$ cat src/rtl/bsa_pkg.sv
`timescale 1ns / 1ps
// ----------------------------------------------------------------------------
// Bitmap slot allocator package
// Request and response types, command and status codes, and the small
// helpers shared by the allocator modules.
// ----------------------------------------------------------------------------
package bsa_pkg;

  // Default number of 8-slot buckets that are built.
  localparam int BucketsDefault = 64;
  localparam int SlotsPerBucket = 8;
  localparam int MaskW          = SlotsPerBucket;
  localparam int BitW           = 3;
  localparam int SlotW          = 9;
  localparam int CountW         = 10;
  localparam int ActiveW        = 7;
  localparam logic [MaskW-1:0] MaskFull = 8'hFF;

  typedef enum logic [1:0] {
    CmdAlloc = 2'd0,
    CmdFree  = 2'd1,
    CmdCheck = 2'd2,
    CmdNop   = 2'd3
  } cmd_e;

  typedef enum logic [1:0] {
    StatusOk      = 2'd0,
    StatusFull    = 2'd1,
    StatusBadFree = 2'd2
  } status_e;

  typedef struct packed {
    cmd_e             cmd;
    logic [SlotW-1:0] slot_index;
  } req_t;

  typedef struct packed {
    status_e           status;
    logic [SlotW-1:0]  granted_slot;
    logic              occupied;
    logic [CountW-1:0] used_count;
  } rsp_t;

  // Position of the lowest clear bit of an occupancy mask. A full mask
  // yields zero; callers only use the result when the mask has room.
  function automatic logic [BitW-1:0] lowest_zero_bit(logic [MaskW-1:0] mask);
    logic [BitW-1:0] pos;
    pos = '0;
    for (int b = MaskW - 1; b >= 0; b--) begin
      if (!mask[b]) begin
        pos = BitW'(b);
      end
    end
    return pos;
  endfunction

endpackage

$ cat src/rtl/bsa_mask_ram.sv
`timescale 1ns / 1ps
// ----------------------------------------------------------------------------
// Occupancy mask memory
// One write port and one read port, read data registered.
// ----------------------------------------------------------------------------
module bsa_mask_ram #(
  parameter int Buckets = bsa_pkg::BucketsDefault,
  parameter int AddrW   = (Buckets > 1) ? $clog2(Buckets) : 1
) (
  input  logic                     clk_i,
  input  logic                     we_i,
  input  logic [AddrW-1:0]         waddr_i,
  input  logic [bsa_pkg::MaskW-1:0] wdata_i,
  input  logic                     re_i,
  input  logic [AddrW-1:0]         raddr_i,
  output logic [bsa_pkg::MaskW-1:0] rdata_o
);

  logic [bsa_pkg::MaskW-1:0] mem_q [Buckets];
  logic [bsa_pkg::MaskW-1:0] rdata_q;

  always_ff @(posedge clk_i) begin
    if (we_i) begin
      mem_q[waddr_i] <= wdata_i;
    end
  end

  always_ff @(posedge clk_i) begin
    if (re_i) begin
      rdata_q <= mem_q[raddr_i];
    end
  end

  assign rdata_o = rdata_q;

endmodule

$ cat src/rtl/bsa_bucket_finder.sv
`timescale 1ns / 1ps
// ----------------------------------------------------------------------------
// Free bucket finder
// Priority encoder over the bucket-full flags, starting at the search hint
// and bounded by the active bucket count.
// ----------------------------------------------------------------------------
module bsa_bucket_finder #(
  parameter int Buckets = bsa_pkg::BucketsDefault,
  parameter int AddrW   = (Buckets > 1) ? $clog2(Buckets) : 1
) (
  input  logic [Buckets-1:0]          full_i,
  input  logic [AddrW-1:0]            hint_i,
  input  logic [bsa_pkg::ActiveW-1:0] active_i,
  output logic                        found_o,
  output logic [AddrW-1:0]            bucket_o
);

  logic [Buckets-1:0] cand;

  always_comb begin
    for (int i = 0; i < Buckets; i++) begin
      cand[i] = !full_i[i] && (i >= int'(hint_i)) && (i < int'(active_i));
    end
  end

  always_comb begin
    found_o  = 1'b0;
    bucket_o = '0;
    for (int i = Buckets - 1; i >= 0; i--) begin
      if (cand[i]) begin
        found_o  = 1'b1;
        bucket_o = AddrW'(i);
      end
    end
  end

endmodule

$ cat src/rtl/bitmap_slot_allocator_unit.sv
`timescale 1ns / 1ps
// ----------------------------------------------------------------------------
// Bitmap slot allocator
// Fixed-slot allocator over 8-slot buckets with a search hint and a used
// slot count. Serves allocate, free and check requests.
// ----------------------------------------------------------------------------
//
//   Channel   Direction  Handshake                 Payload
//   -------   ---------  ------------------------  -----------------------
//   request   in         req_valid_i / req_stall_o  req_i  (bsa_pkg::req_t)
//   response  out        rsp_valid_o / rsp_stall_i  rsp_o  (bsa_pkg::rsp_t)
//   config    in         cfg_we_i (no wait)         cfg_wdata_i (active buckets)
//
// A request is taken in the idle state, where its target bucket is chosen
// (by the free-bucket priority encoder for an allocate, from the slot index
// otherwise) and its mask is read; in the exec state the mask is modified
// and written back and the response is loaded. The single read-modify-write
// of the mask memory means no new request is taken before that write-back.
// Reset clears the per-bucket valid flags at once, so no clearing pass is
// needed. While a response is stalled one more request can be taken and
// read, but its write-back waits and no further request is taken.
//
module bitmap_slot_allocator_unit #(
  parameter int BUCKETS = bsa_pkg::BucketsDefault
) (
  input  logic                        clk_i,
  input  logic                        rst_ni,
  input  logic                        cfg_we_i,
  input  logic [bsa_pkg::ActiveW-1:0] cfg_wdata_i,
  input  logic                        req_valid_i,
  output logic                        req_stall_o,
  input  bsa_pkg::req_t               req_i,
  output logic                        rsp_valid_o,
  input  logic                        rsp_stall_i,
  output bsa_pkg::rsp_t               rsp_o
);

  localparam int BktW = (BUCKETS > 1) ? $clog2(BUCKETS) : 1;
  localparam logic [bsa_pkg::ActiveW-1:0] ActiveReset =
    (BUCKETS > 127) ? bsa_pkg::ActiveW'(127) : bsa_pkg::ActiveW'(BUCKETS);

  // Sequencer states.
  localparam logic StIdle = 1'b0;
  localparam logic StExec = 1'b1;

  logic state_q, state_d;

  // Configuration and architectural state kept in flip-flops.
  logic [bsa_pkg::ActiveW-1:0] active_q;
  logic [BktW-1:0]             hint_q, hint_d;
  logic [bsa_pkg::CountW-1:0]  count_q, count_d;
  // A bucket is full when all eight slots are taken; a bucket that was
  // never written reads as empty through its valid flag.
  logic [BUCKETS-1:0]          full_q;
  logic [BUCKETS-1:0]          valid_q;

  // The request being worked on.
  bsa_pkg::cmd_e               cmd_q;
  logic [bsa_pkg::BitW-1:0]    bit_q;
  logic [BktW-1:0]             bkt_q;
  logic                        hit_q;

  // Output register.
  bsa_pkg::rsp_t               rsp_q, rsp_d;
  logic                        rsp_valid_q;

  logic                        req_acc;
  logic                        exec_go;
  logic                        find_found;
  logic [BktW-1:0]             find_bkt;
  logic [5:0]                  slot_bkt;
  logic                        slot_in_range;
  logic [BktW-1:0]             lookup_bkt;
  logic                        lookup_hit;

  logic [bsa_pkg::MaskW-1:0]   ram_rdata;
  logic [bsa_pkg::MaskW-1:0]   cur_mask;
  logic [bsa_pkg::MaskW-1:0]   new_mask;
  logic                        mem_we;
  logic [bsa_pkg::BitW-1:0]    free_bit;

  assign req_stall_o = (state_q != StIdle);
  assign req_acc     = req_valid_i && !req_stall_o;
  // The write-back and the response load happen together, so they wait
  // until the output register can take the response.
  assign exec_go     = (state_q == StExec) && !(rsp_valid_q && rsp_stall_i);

  // An allocate looks for the first bucket with room from the hint upward.
  bsa_bucket_finder #(
    .Buckets (BUCKETS)
  ) u_finder (
    .full_i   (full_q),
    .hint_i   (hint_q),
    .active_i (active_q),
    .found_o  (find_found),
    .bucket_o (find_bkt)
  );

  // A free or check names its bucket directly; it must lie below both the
  // active count and the built depth.
  assign slot_bkt      = req_i.slot_index[bsa_pkg::SlotW-1:bsa_pkg::BitW];
  assign slot_in_range = ({1'b0, slot_bkt} < active_q) && (int'(slot_bkt) < BUCKETS);

  always_comb begin
    if (req_i.cmd == bsa_pkg::CmdAlloc) begin
      lookup_bkt = find_bkt;
      lookup_hit = find_found;
    end else begin
      lookup_bkt = BktW'(slot_bkt);
      lookup_hit = slot_in_range;
    end
  end

  bsa_mask_ram #(
    .Buckets (BUCKETS)
  ) u_ram (
    .clk_i   (clk_i),
    .we_i    (mem_we),
    .waddr_i (bkt_q),
    .wdata_i (new_mask),
    .re_i    (req_acc),
    .raddr_i (lookup_bkt),
    .rdata_o (ram_rdata)
  );

  assign cur_mask = valid_q[bkt_q] ? ram_rdata : '0;
  assign free_bit = bsa_pkg::lowest_zero_bit(cur_mask);

  // Modify step: decide the new mask, the hint, the count and the response.
  always_comb begin
    mem_we   = 1'b0;
    new_mask = cur_mask;
    hint_d   = hint_q;
    count_d  = count_q;
    rsp_d    = '{status:       bsa_pkg::StatusOk,
                 granted_slot: '0,
                 occupied:     1'b0,
                 used_count:   count_q};
    unique case (cmd_q)
      bsa_pkg::CmdAlloc: begin
        if (hit_q) begin
          mem_we             = exec_go;
          new_mask           = cur_mask | (bsa_pkg::MaskW'(1) << free_bit);
          hint_d             = bkt_q;
          count_d            = count_q + bsa_pkg::CountW'(1);
          rsp_d.granted_slot = bsa_pkg::SlotW'({bkt_q, free_bit});
        end else begin
          rsp_d.status = bsa_pkg::StatusFull;
        end
      end
      bsa_pkg::CmdFree: begin
        if (hit_q && cur_mask[bit_q]) begin
          mem_we   = exec_go;
          new_mask = cur_mask & ~(bsa_pkg::MaskW'(1) << bit_q);
          if (hint_q > bkt_q) begin
            hint_d = bkt_q;
          end
          count_d  = count_q - bsa_pkg::CountW'(1);
        end else begin
          rsp_d.status = bsa_pkg::StatusBadFree;
        end
      end
      bsa_pkg::CmdCheck: begin
        rsp_d.occupied = hit_q && cur_mask[bit_q];
      end
      default: begin
      end
    endcase
    rsp_d.used_count = count_d;
  end

  always_comb begin
    state_d = state_q;
    unique case (state_q)
      StIdle: begin
        if (req_acc) begin
          state_d = StExec;
        end
      end
      StExec: begin
        if (exec_go) begin
          state_d = StIdle;
        end
      end
      default: state_d = StIdle;
    endcase
  end

  always_ff @(posedge clk_i or negedge rst_ni) begin
    if (!rst_ni) begin
      state_q     <= StIdle;
      active_q    <= ActiveReset;
      hint_q      <= '0;
      count_q     <= '0;
      full_q      <= '0;
      valid_q     <= '0;
      rsp_valid_q <= 1'b0;
    end else begin
      state_q <= state_d;
      if (cfg_we_i) begin
        active_q <= cfg_wdata_i;
      end
      if (exec_go) begin
        hint_q      <= hint_d;
        count_q     <= count_d;
        rsp_valid_q <= 1'b1;
      end else if (!rsp_stall_i) begin
        rsp_valid_q <= 1'b0;
      end
      if (mem_we) begin
        full_q[bkt_q]  <= (new_mask == bsa_pkg::MaskFull);
        valid_q[bkt_q] <= 1'b1;
      end
    end
  end

  // Request fields and response payload need no reset.
  always_ff @(posedge clk_i) begin
    if (req_acc) begin
      cmd_q <= req_i.cmd;
      bit_q <= req_i.slot_index[bsa_pkg::BitW-1:0];
      bkt_q <= lookup_bkt;
      hit_q <= lookup_hit;
    end
    if (exec_go) begin
      rsp_q <= rsp_d;
    end
  end

  assign rsp_valid_o = rsp_valid_q;
  assign rsp_o       = rsp_q;

endmodule
$ cat config.mk
export PLATFORM = sky130hd
export DESIGN_NAME = bitmap_slot_allocator_unit
export DESIGN_NICKNAME = d
export VERILOG_FILES = /design/src/rtl/bsa_pkg.sv /design/src/rtl/bsa_mask_ram.sv /design/src/rtl/bsa_bucket_finder.sv /design/src/rtl/bitmap_slot_allocator_unit.sv
export SDC_FILE = /design/constraint.sdc
export NUM_CORES = 1
export LEC_CHECK = 0
export BUFFER_PORTS_ARGS = -buffer_cell sky130_fd_sc_hd__buf_2
export CORE_UTILIZATION = 55
export CTS_CLUSTER_DIAMETER = 50
export CTS_CLUSTER_SIZE = 25
export DETAILED_ROUTE_END_ITERATION = 16
export GPL_TIMING_DRIVEN = 0
export PLACE_DENSITY = 0.71
export SETUP_SLACK_MARGIN = 0.05
export SYNTH_ARGS = -nofsm -noshare
export SYNTH_HDL_FRONTEND = slang
export SYNTH_SLANG_ARGS = --single-unit
$ cat constraint.sdc
create_clock -name clk_i -period 6.95 [get_ports clk_i]
set_input_delay 1.0425 -clock clk_i [delete_from_list [all_inputs] [get_ports clk_i]]
set_output_delay 1.0425 -clock clk_i [all_outputs]
set_load 0.005 [all_outputs]
## After elaboration in Yosys (flattened, before gate mapping)

Memory sizes are Yosys's and may differ from the RTL's. A register that Yosys moved wholly into a read port is not among the register bits.
Index checks and enable logic that the tools add are counted.

- $add $sub $neg: 2
- Magnitude comparators: 132
- Eq/ne operators: 7
- Shifts and indexed selects: 2
- Mux-type cells: 169
- Bitwise operators: 5
- Reduce and logical (&&, ||, !) cells: 203

Operator list:

| kind | count |
|---|---|
| 6-bit 2-to-1 mux | 68 |
| 6-bit by 7-bit < comparator with 1-bit output (first input constant) | 32 |
| 6-bit greater-or-equal comparator (first input constant) | 31 |
| 1-bit logical AND | 132 |
| 5-bit by 7-bit < comparator with 1-bit output (first input constant) | 16 |
| 5-bit by 6-bit greater-or-equal comparator with 1-bit output (first input constant) | 16 |
| 1-bit 2-to-1 mux | 77 |
| 1-bit zero test | 66 |
| 64-bit bitwise mux | 1 |
| 64-bit bitwise OR | 1 |
| 4-bit by 7-bit < comparator with 1-bit output (first input constant) | 8 |
| 4-bit by 6-bit greater-or-equal comparator with 1-bit output (first input constant) | 8 |
| 3-bit by 7-bit < comparator with 1-bit output (first input constant) | 4 |
| 3-bit by 6-bit greater-or-equal comparator with 1-bit output (first input constant) | 4 |
| 3-bit 2-to-1 mux | 8 |
| 8-bit 2-to-1 mux | 3 |
| 10-bit 2-to-1 mux | 2 |
| 10-bit case mux with 2 select lines | 1 |
| 8-bit case mux with 2 select lines | 1 |
| 1-bit by 3-bit << shifter with 8-bit output (first input constant) | 2 |
| 1-bit by 7-bit < comparator with 1-bit output (first input constant) | 2 |
| 2-bit by 7-bit < comparator with 1-bit output (first input constant) | 2 |
| 1-bit by 6-bit greater-or-equal comparator with 1-bit output (first input constant) | 2 |
| 2-bit by 6-bit greater-or-equal comparator with 1-bit output (first input constant) | 2 |
| 27 further kinds | 31 |

- Register bits after elaboration: 187
- Memory bits (writable): 512
- Input bits: 23
- Output and inout bits: 24
- Logic and storage cells: 536
- Memories: 1

Memories:

| memory | words | bits a word | rd ports | clocked after memory_dff | wr ports | line | source |
|---|---|---|---|---|---|---|---|
| u_ram.mem_q | 64 | 8 | 1 | 1 | 1 | bsa_mask_ram.sv:19 | `logic [bsa_pkg::MaskW-1:0] mem_q [Buckets];` |

## Depth between registers and ports, before layout

- Depth in word-level cells: 67
- Gate-level depth with buffers: 21
- Gate-level depth less buffers: 13

## Cells and area by module

Synthesis repeated with hierarchy kept, for this count alone.

- Cell total of the unflattened synthesis: 2126
- Area, all modules: 32064.5 µm²

Modules (own cells, without submodules):

| module | times used | cells each | area an instance (µm²) | seq. area each (µm²) |
|---|---|---|---|---|
| bsa_mask_ram | 1 | 940 | 20246.9 | 15615.0 |
| bitmap_slot_allocator_unit | 1 | 793 | 9310.2 | 4850.9 |
| bsa_bucket_finder | 1 | 393 | 2507.4 | 0.0 |

## Worst setup path before layout

Ideal clock, no wire load.

- Kind: register to register
- Start: register bkt_q[1]
- End: register full_q[32]
- Setup time: 0.078 ns
- Data arrival time: 6.297 ns
- Data required time: 6.872 ns
- Setup slack: 0.575 ns
- Cell stages (with the launch flop): 13
- Path buffers: 2
- Period minus slack after synthesis: 6.375 ns
- Cells stage by stage: edfxtp_1 > buf_4 > mux4_2 > mux2_2 > a221oi_1 > and4_1 > nor4_2 > nor2b_1 > a311oi_1 > and4_1 > nand4_1 > clkbuf_1 > o21ai_1

- Longest elaborated chain between the ends: 17
- Elaborated cells on any way between the ends: 29
- Those cells by class: order compare (2); eq/ne (1); shift (1); mux (21); bitwise (2); reduce/logical (2)

RTL lines:

| what | line | source |
|---|---|---|
| start: declaration | bitmap_slot_allocator_unit.sv:60 | `logic [BktW-1:0] bkt_q;` |
| start signal: assignment | bitmap_slot_allocator_unit.sv:222 | `bkt_q <= lookup_bkt;` |
| 1-bit binary-select mux with 6-bit select * | bitmap_slot_allocator_unit.sv:126 | `assign cur_mask = valid_q[bkt_q] ? ram_rdata : '0;` |
| 1-bit 2-to-1 mux (implied by the code) * | bitmap_slot_allocator_unit.sv:126 |  |
| 8-bit 2-to-1 mux * | bitmap_slot_allocator_unit.sv:126 |  |
| 3-bit 2-to-1 mux (8 in a row) | bsa_pkg.sv:50 | `if (!mask[b]) begin` |
| 1-bit by 3-bit << shifter with 8-bit output | bitmap_slot_allocator_unit.sv:143 | `new_mask = cur_mask \| (bsa_pkg::MaskW'(1) << free_bit);` |
| 8-bit bitwise OR | bitmap_slot_allocator_unit.sv:143 |  |
| 8-bit 2-to-1 mux | bitmap_slot_allocator_unit.sv:141 | `if (hit_q) begin` |
| 8-bit case mux with 2 select lines * | bitmap_slot_allocator_unit.sv:139 | `unique case (cmd_q)` |
| net new_mask (one bit) | bitmap_slot_allocator_unit.sv:78 | `logic [bsa_pkg::MaskW-1:0] new_mask;` |
| 8-bit equality test * | bitmap_slot_allocator_unit.sv:211 | `full_q[bkt_q] <= (new_mask == bsa_pkg::MaskFull);` |
| 64-bit bitwise mux * | bitmap_slot_allocator_unit.sv:211 |  |
| end signal: indexed assignment | bitmap_slot_allocator_unit.sv:211 |  |
| end: declaration | bitmap_slot_allocator_unit.sv:54 | `logic [BUCKETS-1:0] full_q;` |

Mark *: on every way through the listed nets, which the timed path passes. The rest lies on a longest branch. The select of a mux whose other input is x is not followed.
A chain may end at the register's enable or synchronous reset.

## Worst setup path in the final report

- Start: register bkt_q[2]
- End: register full_q[12]

Same word-level chain as after synthesis.

==> run_results.csv <==
group,metric,value,unit
global_route,antenna_found_initial,2,
layout,area_delta_synth_final,12.8,%
floorplan,fp-row-count,87,
layout,final_cell_count_no_fill,3415,
setup_path,cp_slowest_cell,"nor4_2",
detailed_routing,detail_route.first_pass.iterations,6,
yosys,synthFlopType,"edfxtp_1",
yosys,synth.net_count,2505,
sta,finalHoldViolCount,0,
detailed_routing,vias,21600,
yosys,synth_top_family_by_area,"compound AO/OA/AOI/OAI gates",
setup_path,reg2reg_from,"bkt_q[2]",
layout,utilization,0.633,
setup_path,arrival,6.70,ns
setup_path,critPathCaptureType,"register",
cts,clock_sinks,707,
place,detailed_place_hpwl,68.6,mm
yosys,synth_cells,2469,
cts,htree_levels,3,
yosys,syn_avg_cell_area,12.9,µm²
yosys,synth_cell_type_count,112,
detailed_routing,ant_nets,0,
yosys,synth_enable_flop_cells,554,
detailed_routing,routed_wirelength,92.8,mm
setup_path,rrSetupSlack,0.72,ns
detailed_routing,post_drt_wl_per_cell,27.2,µm
floorplan,die_w,242,µm
setup_path,max_stage_delay,0.78,ns
global_route,grt_max_degree,94,
pwr,pwr_density_cell,376,nW/µm²
floorplan,start_util,0.561,
setup_path,worst_r2r_path_depth,16,
setup_path,criticalPathCategory,"reg2reg",
global_route,grt_pass1_vias,21000,
place,finalWeightedCongestion,1.01,
sta,slew_headroom,0.152,
global_route,gr-usage-all-layers,0.318,
place,place_ws,0.858,ns
setup_path,r2r-end,"full_q[12]",
yosys,synth_seq_cells,707,
floorplan,dieArea,58800,µm²
sta,fin_ws,0.724,ns
yosys,synthAdderAreaFrac,0.00511,
sta,skew,0.0321,ns
detailed_routing,viasPerCell,6.32,
setup_path,critPathMaxFanout,18,
run,drv_cap,0,
layout,antenna_cells,0,
sta,final-setup-viol-count,0,
yosys,synth_mux_area_frac,0.0791,
pwr,peakVddDrop,256,µV
cts,cts_buffers,69,
sta,max_freq,161,MHz
outcome,outcome,"finished clean",
place,portBuffers,46,
detailed_routing,drc,0,
floorplan,coreArea,56700,µm²
cts,cts-resized-gates,0,
yosys,ys_async_sr_fraction,0.216,
global_route,grt_pass1_wl,137,mm
setup_path,cp_num_buf_inv,5,
floorplan,die_y,242,µm
cts,cts_setup_buffers,0,
sta,tightest_slew,1.26,ns
pwr,p_leak,14.0,nW
layout,drive_above_1_share,0.149,
setup_path,critPathLaunchType,"register",
layout,layout.nets,2642,
sta,period_share,0.896,
cts,clk_latency,0.63,ns
cts,tritoncts,"yes",
cts,cts_hold_buf,0,
yosys,synth_xor_area_frac,0.00468,
place,dp_cells,3291,
detailed_routing,dr.first_iter.drc_count,2808,
yosys,yosysSeqAreaShare,0.644,
setup_path,worstPathRequired,7.43,ns
yosys,synth_compound_area_frac,0.116,
setup_path,worstPathCellList,"buf_2 > clkbuf_1 > and3_1 > o21ai_0 > a21oi_1 > a21oi_1 > and4_1 > nor4_2 > nor2b_1 > a311oi_4 > buf_8 > buf_8 > and4_1 > nand4_1 > clkbuf_1 > o21ai_1",
sta,fin_crit,6.23,ns
min_path,worstHoldPathType,"in2async",
layout,mostFrequentLayoutCell,"edfxtp_1",
cts,clkTransAtPathRegs,0.06,ns
floorplan,io-pin-count,47,
sta,rsz0062_at_grt,"no",
sta,slew_violations,0,
setup_path,crit_family,"simple AND/OR/NAND/NOR gates",
yosys,synth_simple_gate_area_share,0.116,
yosys,synth.cell_area,31800,µm²
layout,layout_common_cells,"554 x edfxtp_1, 375 x nand2_1, 177 x mux2i_1, 152 x dfrtp_1, 100 x o21ai_0",
yosys,yosys_warnings,0,
global_route,grt_overflow_total,0,
cts,root_buffer,"clkbuf_16",
cts,cts.path.max_buffers,3,
-- per-layer routing --
metal | GRT usage | share of wire
met1 | 0.455 | 0.42
met2 | 0.487 | 0.46
met3 | 0.0668 | 0.093
met4 | 0.106 | 0.033
met5 | 0 | 0
-- Yosys cell counts, drive strengths merged, types with 10 or more instances --
library cell,n,share of area
a311o,10,0.0031
nor2b,17,0.0033
mux2,44,0.016
o22ai,12,0.0024
nor3,32,0.0059
nor2,73,0.0089
o211ai,22,0.0052
nand3,93,0.015
a2111oi,11,0.0050
a211oi,35,0.0097
a21o,11,0.0026
o221ai,11,0.0030
dfrtp,152,0.12
mux4,11,0.0078
nand4,14,0.0028
a221oi,29,0.0084
nand2b,74,0.015
and3,18,0.0035
mux2i,177,0.056
a21boi,16,0.0039
o21ai,140,0.022
ha,13,0.0051
o211a,10,0.0031
nand2,375,0.044
a22oi,19,0.0048
a21oi,78,0.012
edfxtp,554,0.52
and2,14,0.0028
a22o,10,0.0028
buf,89,0.019
a31oi,18,0.0037
a31o,11,0.0030
o21a,12,0.0028
clkbuf,40,0.0047
inv,97,0.012
xnor2,11,0.0030
-- cell type report --
type	count	area [µm²]
Timing Repair Buffer	66	622
Multi-Input combinational cell	1534	10300
Inverter	99	377
Fill cell	4239	20800
Clock inverter	47	569
Tap cell	756	946
Buffer	129	763
Sequential cell	707	20500
Clock buffer	77	1830
-- worst max path at each step --
stage,start,endpoint,depth (start not counted)
after floorplan,bkt_q[1],full_q[32],12
after detailed placement,bkt_q[0],full_q[6],16
after global routing,bkt_q[0],full_q[7],15
final,bkt_q[2],full_q[12],16
after CTS,bkt_q[0],full_q[62],16
after global placement,bkt_q[0],full_q[8],11
-- metrics by stage --
step / cell area [µm²] / setup TNS (ns) / power (W) / hold WS, ns
finish: 35900 / 0 / 0.0135 / 0.426
global route: 35900 / 0 / 0.0139 / 0.451
CTS: 35900 / 0 / 0.0134 / 0.432
detailed placement: 33500 / 0 / 0.00952 / 0.428
global placement: 33000 / -1538.21 / 0.00941 / 0.421
floorplan: 31800 / 0 / 0.00791 / 0.411
-- cells by family after synthesis --
group | count (synthesis)
multiplexers | 232
XOR/XNOR | 17
flip-flops | 707
AND/OR/NAND/NOR | 758
AO/OA/AOI/OAI | 514
adder cells (fa/ha/maj) | 13
buffers and inverters | 228
-- where the power goes --
group          switching [W]  internal (W)
registers           0.000122       0.00488
logic                0.00302       0.00154
clock network        0.00176       0.00217
total                0.00490       0.00859
-- state kept, by name, summed over array words and instances, names as in the netlist, 2 cells and up --
signal and cells:
u_ram.mem_q 512, full_q 64, valid_q 64, rsp_o 22
count_q 10, u_ram.rdata_o 8, active_q 7, bkt_q 6
hint_q 6, bit_q 3, cmd_q 2
No activity file was read; power rests on OpenSTA's default activity.
